### src/hw/rtl/sdhf_pkg.sv
`timescale 1ns / 1ps
// ----------------------------------------------------------------------------
// sdhf_pkg: spring-damped heading follower definitions
// Fixed-point formats, spring constants per needle and small helper functions.
// ----------------------------------------------------------------------------
package sdhf_pkg;

	localparam int ANGLE_FRAC_BITS = 10;
	localparam int SUBSTEP_MS      = 5;
	localparam int MAX_GAP_MS      = 500;

	localparam int ONE       = 1 << ANGLE_FRAC_BITS;
	localparam int FULL_TURN = 360 * ONE;
	localparam int HALF_TURN = 180 * ONE;
	localparam int CLAMP_ERR = 10 * ONE;

	localparam int HEAD_W  = 19;
	localparam int RATE_W  = 26;
	localparam int PRATE_W = 22;
	localparam int TIME_W  = 31;
	localparam int DIFF_W  = 20;
	localparam int TOT_W   = 9;
	localparam int DT_W    = 3;
	localparam int AMT_W   = 14;
	localparam int MA_W    = 30;
	localparam int MB_W    = 31;
	localparam int PROD_W  = MA_W + MB_W;
	localparam int Q_W     = 21;
	localparam int K_W     = 8;

	// compass (C_) and pointer (P_) spring sets
	localparam int C_ACCEL = 1000;
	localparam int P_ACCEL = 1500;
	localparam int C_DAMP  = 20;
	localparam int P_DAMP  = 30;
	localparam int C_BRAKE = 35;
	localparam int P_BRAKE = 50;
	localparam int C_FRIC  = 1;
	localparam int P_FRIC  = 2;
	localparam int C_LIMIT = 30000;
	localparam int P_LIMIT = 2000;
	localparam int C_SET_DIFF = ONE / 4;
	localparam int C_SET_RATE = ONE;
	localparam int P_SET_DIFF = ONE / 2;
	localparam int P_SET_RATE = 2 * ONE;

	// floor(y/d) = (y*M) >> S, exact for y < 2^30; /1000 = >>3 then /125,
	// /10000 = >>4 then /625
	localparam logic [MB_W-1:0] RECIP_125 = 31'd1099511628;
	localparam logic [MB_W-1:0] RECIP_625 = 31'd1759218605;

	typedef logic        [HEAD_W-1:0] head_t;
	typedef logic signed [RATE_W-1:0] rate_t;
	typedef logic signed [DIFF_W-1:0] diff_t;
	typedef logic        [AMT_W-1:0]  amt_t;

	localparam amt_t C_ACC_TAB [0:7] = '{
		amt_t'(0),
		amt_t'((C_ACCEL * 1 * ONE) / 1000), amt_t'((C_ACCEL * 2 * ONE) / 1000),
		amt_t'((C_ACCEL * 3 * ONE) / 1000), amt_t'((C_ACCEL * 4 * ONE) / 1000),
		amt_t'((C_ACCEL * 5 * ONE) / 1000), amt_t'(0), amt_t'(0)};
	localparam amt_t P_ACC_TAB [0:7] = '{
		amt_t'(0),
		amt_t'((P_ACCEL * 1 * ONE) / 1000), amt_t'((P_ACCEL * 2 * ONE) / 1000),
		amt_t'((P_ACCEL * 3 * ONE) / 1000), amt_t'((P_ACCEL * 4 * ONE) / 1000),
		amt_t'((P_ACCEL * 5 * ONE) / 1000), amt_t'(0), amt_t'(0)};
	localparam amt_t C_FRIC_TAB [0:7] = '{
		amt_t'(0),
		amt_t'((C_FRIC * 1 * ONE) / 1000), amt_t'((C_FRIC * 2 * ONE) / 1000),
		amt_t'((C_FRIC * 3 * ONE) / 1000), amt_t'((C_FRIC * 4 * ONE) / 1000),
		amt_t'((C_FRIC * 5 * ONE) / 1000), amt_t'(0), amt_t'(0)};
	localparam amt_t P_FRIC_TAB [0:7] = '{
		amt_t'(0),
		amt_t'((P_FRIC * 1 * ONE) / 1000), amt_t'((P_FRIC * 2 * ONE) / 1000),
		amt_t'((P_FRIC * 3 * ONE) / 1000), amt_t'((P_FRIC * 4 * ONE) / 1000),
		amt_t'((P_FRIC * 5 * ONE) / 1000), amt_t'(0), amt_t'(0)};

	function automatic amt_t acc_amt(input logic md, input logic [DT_W-1:0] dt);
		return md ? P_ACC_TAB[dt] : C_ACC_TAB[dt];
	endfunction

	// friction, floor/cap at zero, then saturate to the needle's limit
	function automatic rate_t rate_finish(input logic signed [RATE_W:0] r, input logic md,
			input logic [DT_W-1:0] dt);
		logic signed [RATE_W:0] f;
		logic signed [RATE_W:0] lim;
		logic signed [RATE_W:0] t;
		f   = $signed({{(RATE_W+1-AMT_W){1'b0}}, (md ? P_FRIC_TAB[dt] : C_FRIC_TAB[dt])});
		lim = md ? (RATE_W+1)'(P_LIMIT * ONE) : (RATE_W+1)'(C_LIMIT * ONE);
		if (r > 0) begin
			t = r - f;
			if (t < 0) t = '0;
		end else begin
			t = r + f;
			if (t > 0) t = '0;
		end
		if (t > lim) t = lim;
		else if (t < -lim) t = -lim;
		return $signed(t[RATE_W-1:0]);
	endfunction

endpackage

### src/hw/rtl/spring_damped_heading_follower_unit.sv
`timescale 1ns / 1ps
// ----------------------------------------------------------------------------
// spring_damped_heading_follower_unit
// Moves a compass or pointer needle toward its target heading with a damped
// spring, in 5 ms substeps, on one shared multiplier.
// ----------------------------------------------------------------------------
// One transaction per item, one result per item. The input stalls from
// acceptance until the result is loaded into the output register. A snap,
// a disabled pointer or a pointer zero gap goes straight to the output
// state; a compass zero gap first passes through prep, step and finish. A
// springy update runs one substep per 5 ms of the time gap (up to 100
// substeps at a 500 ms gap), fewer if the needle settles early. Each
// substep shares the single 30x31 multiplier and runs two truncating
// divisions, three when the brake term applies, each as two multiplies in sequence.
module spring_damped_heading_follower_unit
	import sdhf_pkg::*;
(
	input  logic              clk,
	input  logic              arst_n,
	input  logic              in_valid,
	output logic              in_stall,
	input  logic              mode,
	input  logic [TIME_W-1:0] now_ms,
	input  logic [HEAD_W-1:0] view_heading,
	output logic              out_valid,
	input  logic              out_stall,
	output logic [HEAD_W-1:0] needle_heading,
	output logic [RATE_W-1:0] needle_rate,
	input  logic              cfg_valid,
	output logic              cfg_ready,
	input  logic              cfg_index,
	input  logic [HEAD_W-1:0] cfg_data
);

	localparam logic [2:0] ST_IDLE = 3'd0;
	localparam logic [2:0] ST_PREP = 3'd1;
	localparam logic [2:0] ST_STEP = 3'd2;
	localparam logic [2:0] ST_MA   = 3'd3;
	localparam logic [2:0] ST_MB   = 3'd4;
	localparam logic [2:0] ST_MC   = 3'd5;
	localparam logic [2:0] ST_FIN  = 3'd6;
	localparam logic [2:0] ST_OUT  = 3'd7;

	localparam logic [1:0] OP_DIFF  = 2'd0;
	localparam logic [1:0] OP_DAMP  = 2'd1;
	localparam logic [1:0] OP_BRAKE = 2'd2;

	localparam logic        CFG_NORTH   = 1'b0;
	localparam logic        CFG_SPRINGY = 1'b1;

	localparam head_t              FULL19 = HEAD_W'(FULL_TURN);
	localparam logic signed [21:0] FULL22 = 22'(FULL_TURN);
	localparam logic signed [21:0] HALF22 = 22'(HALF_TURN);
	localparam diff_t              CLAMPD = DIFF_W'(CLAMP_ERR);
	localparam logic signed [31:0] GAP_MAX = 32'(MAX_GAP_MS);
	localparam logic [TOT_W-1:0]   SUB_T  = TOT_W'(SUBSTEP_MS);

	logic [2:0]        state_q;
	logic [1:0]        op_q;
	logic              mode_q;
	head_t             target_q;
	diff_t             diff_q;
	rate_t             rate_q;
	logic [TOT_W-1:0]  total_q;
	logic [DT_W-1:0]   dt_q;
	logic              rneg_q;
	logic [PROD_W-1:0] prod_q;

	head_t             north_q;
	logic              springy_q;
	logic [TIME_W-1:0] last_q;
	head_t             c_head_q;
	rate_t             c_rate_q;
	head_t             p_head_q;
	logic signed [PRATE_W-1:0] p_rate_q;

	logic              out_valid_q;
	head_t             out_head_q;
	rate_t             out_rate_q;

	// input side
	head_t              view_w, north_w, tgt_c, target_in;
	logic signed [19:0] tdiff;
	logic signed [31:0] gap;
	logic               gap_bad;

	always_comb begin
		view_w  = (view_heading >= FULL19) ? view_heading - FULL19 : view_heading;
		north_w = (north_q >= FULL19) ? north_q - FULL19 : north_q;
		tdiff   = $signed({1'b0, view_w}) - $signed({1'b0, north_w});
		tgt_c   = (tdiff < 0) ? HEAD_W'(tdiff + 20'(FULL_TURN)) : HEAD_W'(tdiff);
		target_in = mode ? view_w : tgt_c;
		gap     = $signed({1'b0, now_ms}) - $signed({1'b0, last_q});
		gap_bad = (gap < 0) || (gap > GAP_MAX);
	end

	// prep: initial error
	head_t              head_sel;
	logic signed [21:0] d0, d0w;
	diff_t              d0c;
	always_comb begin
		head_sel = mode_q ? p_head_q : c_head_q;
		d0 = $signed({3'b0, head_sel}) - $signed({3'b0, target_q});
		if (d0 > HALF22) d0w = d0 - FULL22;
		else if (d0 <= -HALF22) d0w = d0 + FULL22;
		else d0w = d0;
		d0c = d0w[DIFF_W-1:0];
		if (mode_q) begin
			if (d0c > CLAMPD) d0c = CLAMPD;
			else if (d0c < -CLAMPD) d0c = -CLAMPD;
		end
	end

	// substep control
	logic [DT_W-1:0]   dt_c;
	logic [DIFF_W-1:0] diff_mag;
	logic [RATE_W-1:0] rate_mag;
	logic              settled;
	always_comb begin
		dt_c     = (total_q > SUB_T) ? DT_W'(SUBSTEP_MS) : total_q[DT_W-1:0];
		diff_mag = diff_q[DIFF_W-1] ? DIFF_W'(-diff_q) : DIFF_W'(diff_q);
		rate_mag = rate_q[RATE_W-1] ? RATE_W'(-rate_q) : RATE_W'(rate_q);
		if (mode_q)
			settled = (diff_mag < DIFF_W'(P_SET_DIFF)) && (rate_mag < RATE_W'(P_SET_RATE));
		else
			settled = (diff_mag < DIFF_W'(C_SET_DIFF)) && (rate_mag < RATE_W'(C_SET_RATE));
	end

	// shared multiplier operand select
	logic [K_W-1:0]  kc, kval;
	logic [MA_W-1:0] mul_a;
	logic [MB_W-1:0] mul_b;
	always_comb begin
		if (op_q == OP_BRAKE) kc = mode_q ? K_W'(P_BRAKE) : K_W'(C_BRAKE);
		else                  kc = mode_q ? K_W'(P_DAMP) : K_W'(C_DAMP);
		kval = K_W'(kc * {{(K_W-DT_W){1'b0}}, dt_q});
		unique case (state_q)
			ST_STEP: begin
				mul_a = MA_W'(rate_mag[RATE_W-2:0]);
				mul_b = MB_W'(dt_c);
			end
			ST_MA: begin
				mul_a = MA_W'(rate_mag[RATE_W-2:0]);
				mul_b = MB_W'(kval);
			end
			ST_MB: begin
				mul_a = (op_q == OP_DIFF) ? prod_q[32:3] : prod_q[33:4];
				mul_b = (op_q == OP_DIFF) ? RECIP_125 : RECIP_625;
			end
			default: begin
				mul_a = '0;
				mul_b = '0;
			end
		endcase
	end

	// quotient and the updates that use it
	logic [Q_W-1:0]     q;
	logic signed [21:0] sq, dn, dnw, hsum;
	logic signed [RATE_W:0] r_ext, r_acc, rd;
	logic signed [RATE_W:0] acc_s;
	logic               brake;
	head_t              h_fin;
	always_comb begin
		q  = (op_q == OP_DIFF) ? prod_q[57:37] : prod_q[60:40];
		sq = rneg_q ? -$signed({1'b0, q}) : $signed({1'b0, q});
		dn = $signed({{2{diff_q[DIFF_W-1]}}, diff_q}) + sq;
		if (dn > HALF22) dnw = dn - FULL22;
		else if (dn <= -HALF22) dnw = dn + FULL22;
		else dnw = dn;
		acc_s = $signed({{(RATE_W+1-AMT_W){1'b0}}, acc_amt(mode_q, dt_q)});
		r_ext = {rate_q[RATE_W-1], rate_q};
		if (dnw > 0) r_acc = r_ext - acc_s;
		else if (dnw < 0) r_acc = r_ext + acc_s;
		else r_acc = r_ext;
		rd = r_ext - (RATE_W+1)'(sq);
		brake = ((rd > 0) && (diff_q > 0)) || ((rd <= 0) && (diff_q < 0));
		hsum = $signed({{2{diff_q[DIFF_W-1]}}, diff_q}) + $signed({3'b0, target_q});
		if (hsum < 0) h_fin = HEAD_W'(hsum + FULL22);
		else if (hsum >= FULL22) h_fin = HEAD_W'(hsum - FULL22);
		else h_fin = HEAD_W'(hsum);
	end

	always_ff @(posedge clk) begin
		prod_q <= mul_a * mul_b;
	end

	always_ff @(posedge clk or negedge arst_n) begin
		if (!arst_n) begin
			state_q   <= ST_IDLE;
			op_q      <= OP_DIFF;
			mode_q    <= 1'b0;
			target_q  <= '0;
			diff_q    <= '0;
			rate_q    <= '0;
			dt_q      <= '0;
			rneg_q    <= 1'b0;
			total_q   <= '0;
			north_q   <= '0;
			springy_q <= 1'b0;
			last_q    <= '0;
			c_head_q  <= '0;
			c_rate_q  <= '0;
			p_head_q  <= '0;
			p_rate_q  <= '0;
			out_valid_q <= 1'b0;
		end else begin
			if (cfg_valid) begin
				unique case (cfg_index)
					CFG_NORTH:   north_q   <= cfg_data;
					CFG_SPRINGY: springy_q <= cfg_data[0];
					default: ;
				endcase
			end
			// ST_OUT reloads the register itself when the output drains
			if (out_valid_q && !out_stall && (state_q != ST_OUT)) out_valid_q <= 1'b0;

			unique case (state_q)
				ST_IDLE: begin
					if (in_valid) begin
						mode_q   <= mode;
						target_q <= target_in;
						if (mode && !springy_q) begin
							p_head_q <= view_w;
							state_q  <= ST_OUT;
						end else if (mode && (last_q == now_ms)) begin
							state_q <= ST_OUT;
						end else begin
							last_q <= now_ms;
							if (gap_bad) begin
								if (mode) begin
									p_head_q <= target_in;
									p_rate_q <= '0;
								end else begin
									c_head_q <= target_in;
									c_rate_q <= '0;
								end
								state_q <= ST_OUT;
							end else begin
								total_q <= gap[TOT_W-1:0];
								state_q <= ST_PREP;
							end
						end
					end
				end
				ST_PREP: begin
					diff_q  <= d0c;
					rate_q  <= mode_q ? RATE_W'(p_rate_q) : c_rate_q;
					state_q <= ST_STEP;
				end
				ST_STEP: begin
					if (total_q == '0) begin
						state_q <= ST_FIN;
					end else if (settled) begin
						if (mode_q) begin
							p_head_q <= target_q;
							p_rate_q <= '0;
						end else begin
							c_head_q <= target_q;
							c_rate_q <= '0;
						end
						state_q <= ST_OUT;
					end else begin
						dt_q    <= dt_c;
						total_q <= total_q - TOT_W'(dt_c);
						op_q    <= OP_DIFF;
						rneg_q  <= rate_q[RATE_W-1];
						state_q <= ST_MB;
					end
				end
				ST_MA: begin
					rneg_q  <= rate_q[RATE_W-1];
					state_q <= ST_MB;
				end
				ST_MB: state_q <= ST_MC;
				ST_MC: begin
					case (op_q)
						OP_DIFF: begin
							diff_q  <= dnw[DIFF_W-1:0];
							rate_q  <= r_acc[RATE_W-1:0];
							op_q    <= OP_DAMP;
							state_q <= ST_MA;
						end
						OP_DAMP: begin
							if (brake) begin
								rate_q  <= rd[RATE_W-1:0];
								op_q    <= OP_BRAKE;
								state_q <= ST_MA;
							end else begin
								rate_q  <= rate_finish(rd, mode_q, dt_q);
								state_q <= ST_STEP;
							end
						end
						default: begin
							rate_q  <= rate_finish(rd, mode_q, dt_q);
							state_q <= ST_STEP;
						end
					endcase
				end
				ST_FIN: begin
					if (mode_q) begin
						p_head_q <= h_fin;
						p_rate_q <= rate_q[PRATE_W-1:0];
					end else begin
						c_head_q <= h_fin;
						c_rate_q <= rate_q;
					end
					state_q <= ST_OUT;
				end
				ST_OUT: begin
					if (!out_valid_q || !out_stall) begin
						out_valid_q <= 1'b1;
						state_q     <= ST_IDLE;
					end
				end
				default: state_q <= ST_IDLE;
			endcase
		end
	end

	// output payload loads with the result transaction
	always_ff @(posedge clk) begin
		if ((state_q == ST_OUT) && (!out_valid_q || !out_stall)) begin
			out_head_q <= mode_q ? p_head_q : c_head_q;
			out_rate_q <= mode_q ? RATE_W'(p_rate_q) : c_rate_q;
		end
	end

	assign in_stall       = (state_q != ST_IDLE);
	assign cfg_ready      = 1'b1;
	assign out_valid      = out_valid_q;
	assign needle_heading = out_head_q;
	assign needle_rate    = out_rate_q;

endmodule
### config.mk
export PLATFORM = sky130hd
export DESIGN_NAME = spring_damped_heading_follower_unit
export DESIGN_NICKNAME = d
export VERILOG_FILES = /design/src/hw/rtl/sdhf_pkg.sv /design/src/hw/rtl/spring_damped_heading_follower_unit.sv
export SDC_FILE = /design/constraint.sdc
export NUM_CORES = 2
export LEC_CHECK = 0
export BUFFER_PORTS_ARGS = -buffer_cell sky130_fd_sc_hd__buf_2
export CORE_MARGIN = 2
export CORE_UTILIZATION = 65
export DETAILED_ROUTE_END_ITERATION = 6
export PLACE_DENSITY = 0.81
export SKIP_LAST_GASP = 1
export SLEW_MARGIN = 20
export SYNTH_ARGS = -nofsm -noshare
export SYNTH_HDL_FRONTEND = slang
export SYNTH_SLANG_ARGS = --single-unit
### constraint.sdc
create_clock -name clk -period 16.7 [get_ports clk]
set_clock_uncertainty 0.1 [all_clocks]
set_input_delay 1.67 -clock clk [delete_from_list [all_inputs] [get_ports clk]]
set_output_delay 1.67 -clock clk [all_outputs]
set_load 0.05 [all_outputs]
==> summary.txt <==
Global routing
  – First-pass GRT wire length: 252900 um
  – Initial antenna violation count: 5
  – Vias in the first global route: 44700
  – GRT Util Overall: 39.62%
  – Largest net degree at the start of global routing: 84
  – Total grt overflow: 0

Yosys
  – Seq cells post-synth: 322
  – Yosys top cell by area: fa_1
  – Synth Area per Inst: 8.740 um2
  – Post-synthesis sequential area ratio: 15.37%
  – Mapped Area: 52110 um2
  – Synth Flop Type: dfrtp_1
  – Share of the synthesized area in the top cell type: 24.74%
  – Syn. warnings: 0
  – Netlist cell types: 106
  – Cells after synthesis: 5962
  – Synth top area cells: fa_1 (25%), ha_1 (13%), dfrtp_1 (11%), inv_1 (7.4%), nand2_1 (3.9%)
  – EDFF count, synth: 45
  – Fraction of registers with async set or reset after synthesis: 68.94%

Floorplan
  – Initial core utilization: 65.85%
  – Core area: 79130 um2
  – Die Area: 82450 um2
  – I/O pin cnt: 124
  – Die Wd: 287.1 um
  – # rows: 103
  – Chip Height: 287.1 um

Timing
  – Slew of the pin with the lowest slew margin: 1215 ps
  – Max-slew headroom: 18.32%
  – Final Max Tran Viols: 0
  – TNS Setup: 0 ps
  – Final Hold Vio Count: 0
  – RSZ-0062 raised after global routing: false
  – Fmax: 72.06 MHz
  – Endpoints failing setup: 0
  – Final min period: 13880 ps
  – Final period util: 83.10%

Critical path
  – Worst EP required: 17100 ps
  – Critical path's slowest cell: dfrtp_1
  – Kind of critical path: reg -> reg
  – Arr. time, crit path: 14280 ps
  – Worst Setup End Kind: flop
  – Most common cell on crit path: fa_1
  – Max incr delay on CP: 830 ps
  – CP startpoint kind: flop
  – Max FO, Critical Path: 20

Layout
  – Most common cell after layout, fill and taps aside: inv_1
  – Area Overhead vs Synth: 5.955%
  – Nets: 7275
  – Commonest non-fill, non-tap cells in the layout: inv_1 (1022), fa_1 (644), ha_1 (557), nand2_1 (534), nor2_1 (415)
  – Share of layout cells above drive strength 1: 7.644%
  – # fillers: 6220

Clock network
  – Postcts setup bufs: 0
  – Root Buffer: clkbuf_16
  – Max Root-Sink Buffers: 3
  – Post-CTS Hold Buffers: 0
  – Post_cts resized: 0
  – Num CTS Buffers: 41
  – CTS tree: done
  – Num Clock Sinks: 322
  – Insertion delay to the later sink of the worst-skew pair: 640 ps
  – Clk slew on worst S/H paths: 60 ps
  – H-Tree Depth: 2

Route
  – Vias: 44550
  – First-pass iteration count of the detailed router: 7
  – WL final: 159900 um
  – Residual DRC: 4
  – Via-to-Cell Ratio: 6.290
  – Iteration-0 DRC Markers: 4642
  – Post-DR wirelength/cell: 22.58 um
  – Final ANT Viol Nets: 0

Outcome
  – Status: finished, violations left
  – Violated checks: design-rule violations

Place
  – Estimated wirelength of the detail-placed design: 130600 um
  – Final Wtd Congestion: 1.022
  – PortBufs: 122

Hold path
  – Hold Crit Class: reg -> reg

Flow run
  – MaxCap Viol Count: 0
-- cells in the mapped netlist (57+ instances only) --
library cell  instances
a21o_1               98
a21oi_1             306
and2_1               79
clkbuf_1            144
dfrtp_1             222
fa_1                644
ha_1                557
inv_1              1022
mux2_2              123
nand2_1             535
nand2b_1             57
nand3_1              77
nor2_1              419
nor3_1              120
o21ai_0             286
xnor2_1             157
xor2_1               76
-- logic make-up (layout without fill, tap and decap cells) --
kind of cell	count (synthesis)	count (layout)	share of synthesized area [%]
adder cells (fa/ha/maj)	1201	1201	38.11
XOR/XNOR	236	236	4.010
other	2	13	0.01441
multiplexers	171	171	3.590
AO/OA/AOI/OAI	1254	1254	15.92
flip-flops	322	322	15.37
AND/OR/NAND/NOR	1564	1564	14.12
buffers and inverters	1212	1272	8.872
-- sequential cells by signal (all words and copies together), names as in the netlist, 2 cells and up --
name            count
needle_rate        26
op_q                2
state_q             3
p_rate_q           22
north_q            19
diff_q             20
prod_q             55
last_q             31
c_head_q           19
c_rate_q           26
needle_heading     19
target_q           19
total_q             9
dt_q                3
p_head_q           19
rate_q             26
-- critical path, delay by kind of cell (launching register included) --
kind | cells | cell delay, ps
simple gates | 7 | 1710
fa+ha+maj | 11 | 5280
xor+xnor | 2 | 320
flops | 1 | 830
compound gates | 17 | 4410
buf+inv | 8 | 1100
-- routing by layer --
metal  GRT usage, %  vias to the layer above  wire length [um]
met2          61.68                     2289             71600
li1               -                    20090                 -
met5              0                        -                20
met3          9.603                      444             17440
met4          16.00                        4              7283
met1          53.40                    21730             63580
-- worst paths after layout --
kind                               from            to  slack, ps  cells past startpoint
hold / removal             c_rate_q[20]  c_rate_q[20]        370                      2
setup reg to reg                op_q[1]    prod_q[59]       2820                     45
setup / recovery                op_q[1]    prod_q[59]       2820                     45
hold reg to reg            c_rate_q[20]  c_rate_q[20]        370                      2
min in group asynchronous        arst_n    last_q[21]        920                      1
max in group asynchronous        arst_n   c_rate_q[8]      14140                      2
-- stage by stage --
stage	std cells	setup slack (ps)	cell area, um2	hold slack (ps)	util [%]
5_1_grt	7081	2317	55210	405.8	69.77
3_5_place_dp	7004	3100	53720	361.8	67.88
4_1_cts	7080	3079	55200	373.6	69.76
3_3_place_gp	7004	3293	53720	357.9	67.88
2_1_floorplan	5971	4915	52140	344.6	-
6_report	7083	2823	55210	371.8	69.78
-- area by class of cell --
| type | count | area (um2) | area share, % |
|---|---|---|---|
| Antenna cell | 2 | 5.005 | 0.009065 |
| Clock buffer | 45 | 1062 | 1.924 |
| Clock inverter | 31 | 419.2 | 0.7592 |
| Inverter | 1025 | 3847 | 6.968 |
| Multi-Input combinational cell | 4437 | 39560 | 71.65 |
| Sequential cell | 322 | 8013 | 14.51 |
| Tap cell | 1050 | 1314 | 2.379 |
| Timing Repair Buffer | 171 | 992.2 | 1.797 |
Power is left out: the tool's default activity adds up to more than one toggle a clock period on the data nets, which glitch-free logic cannot reach.
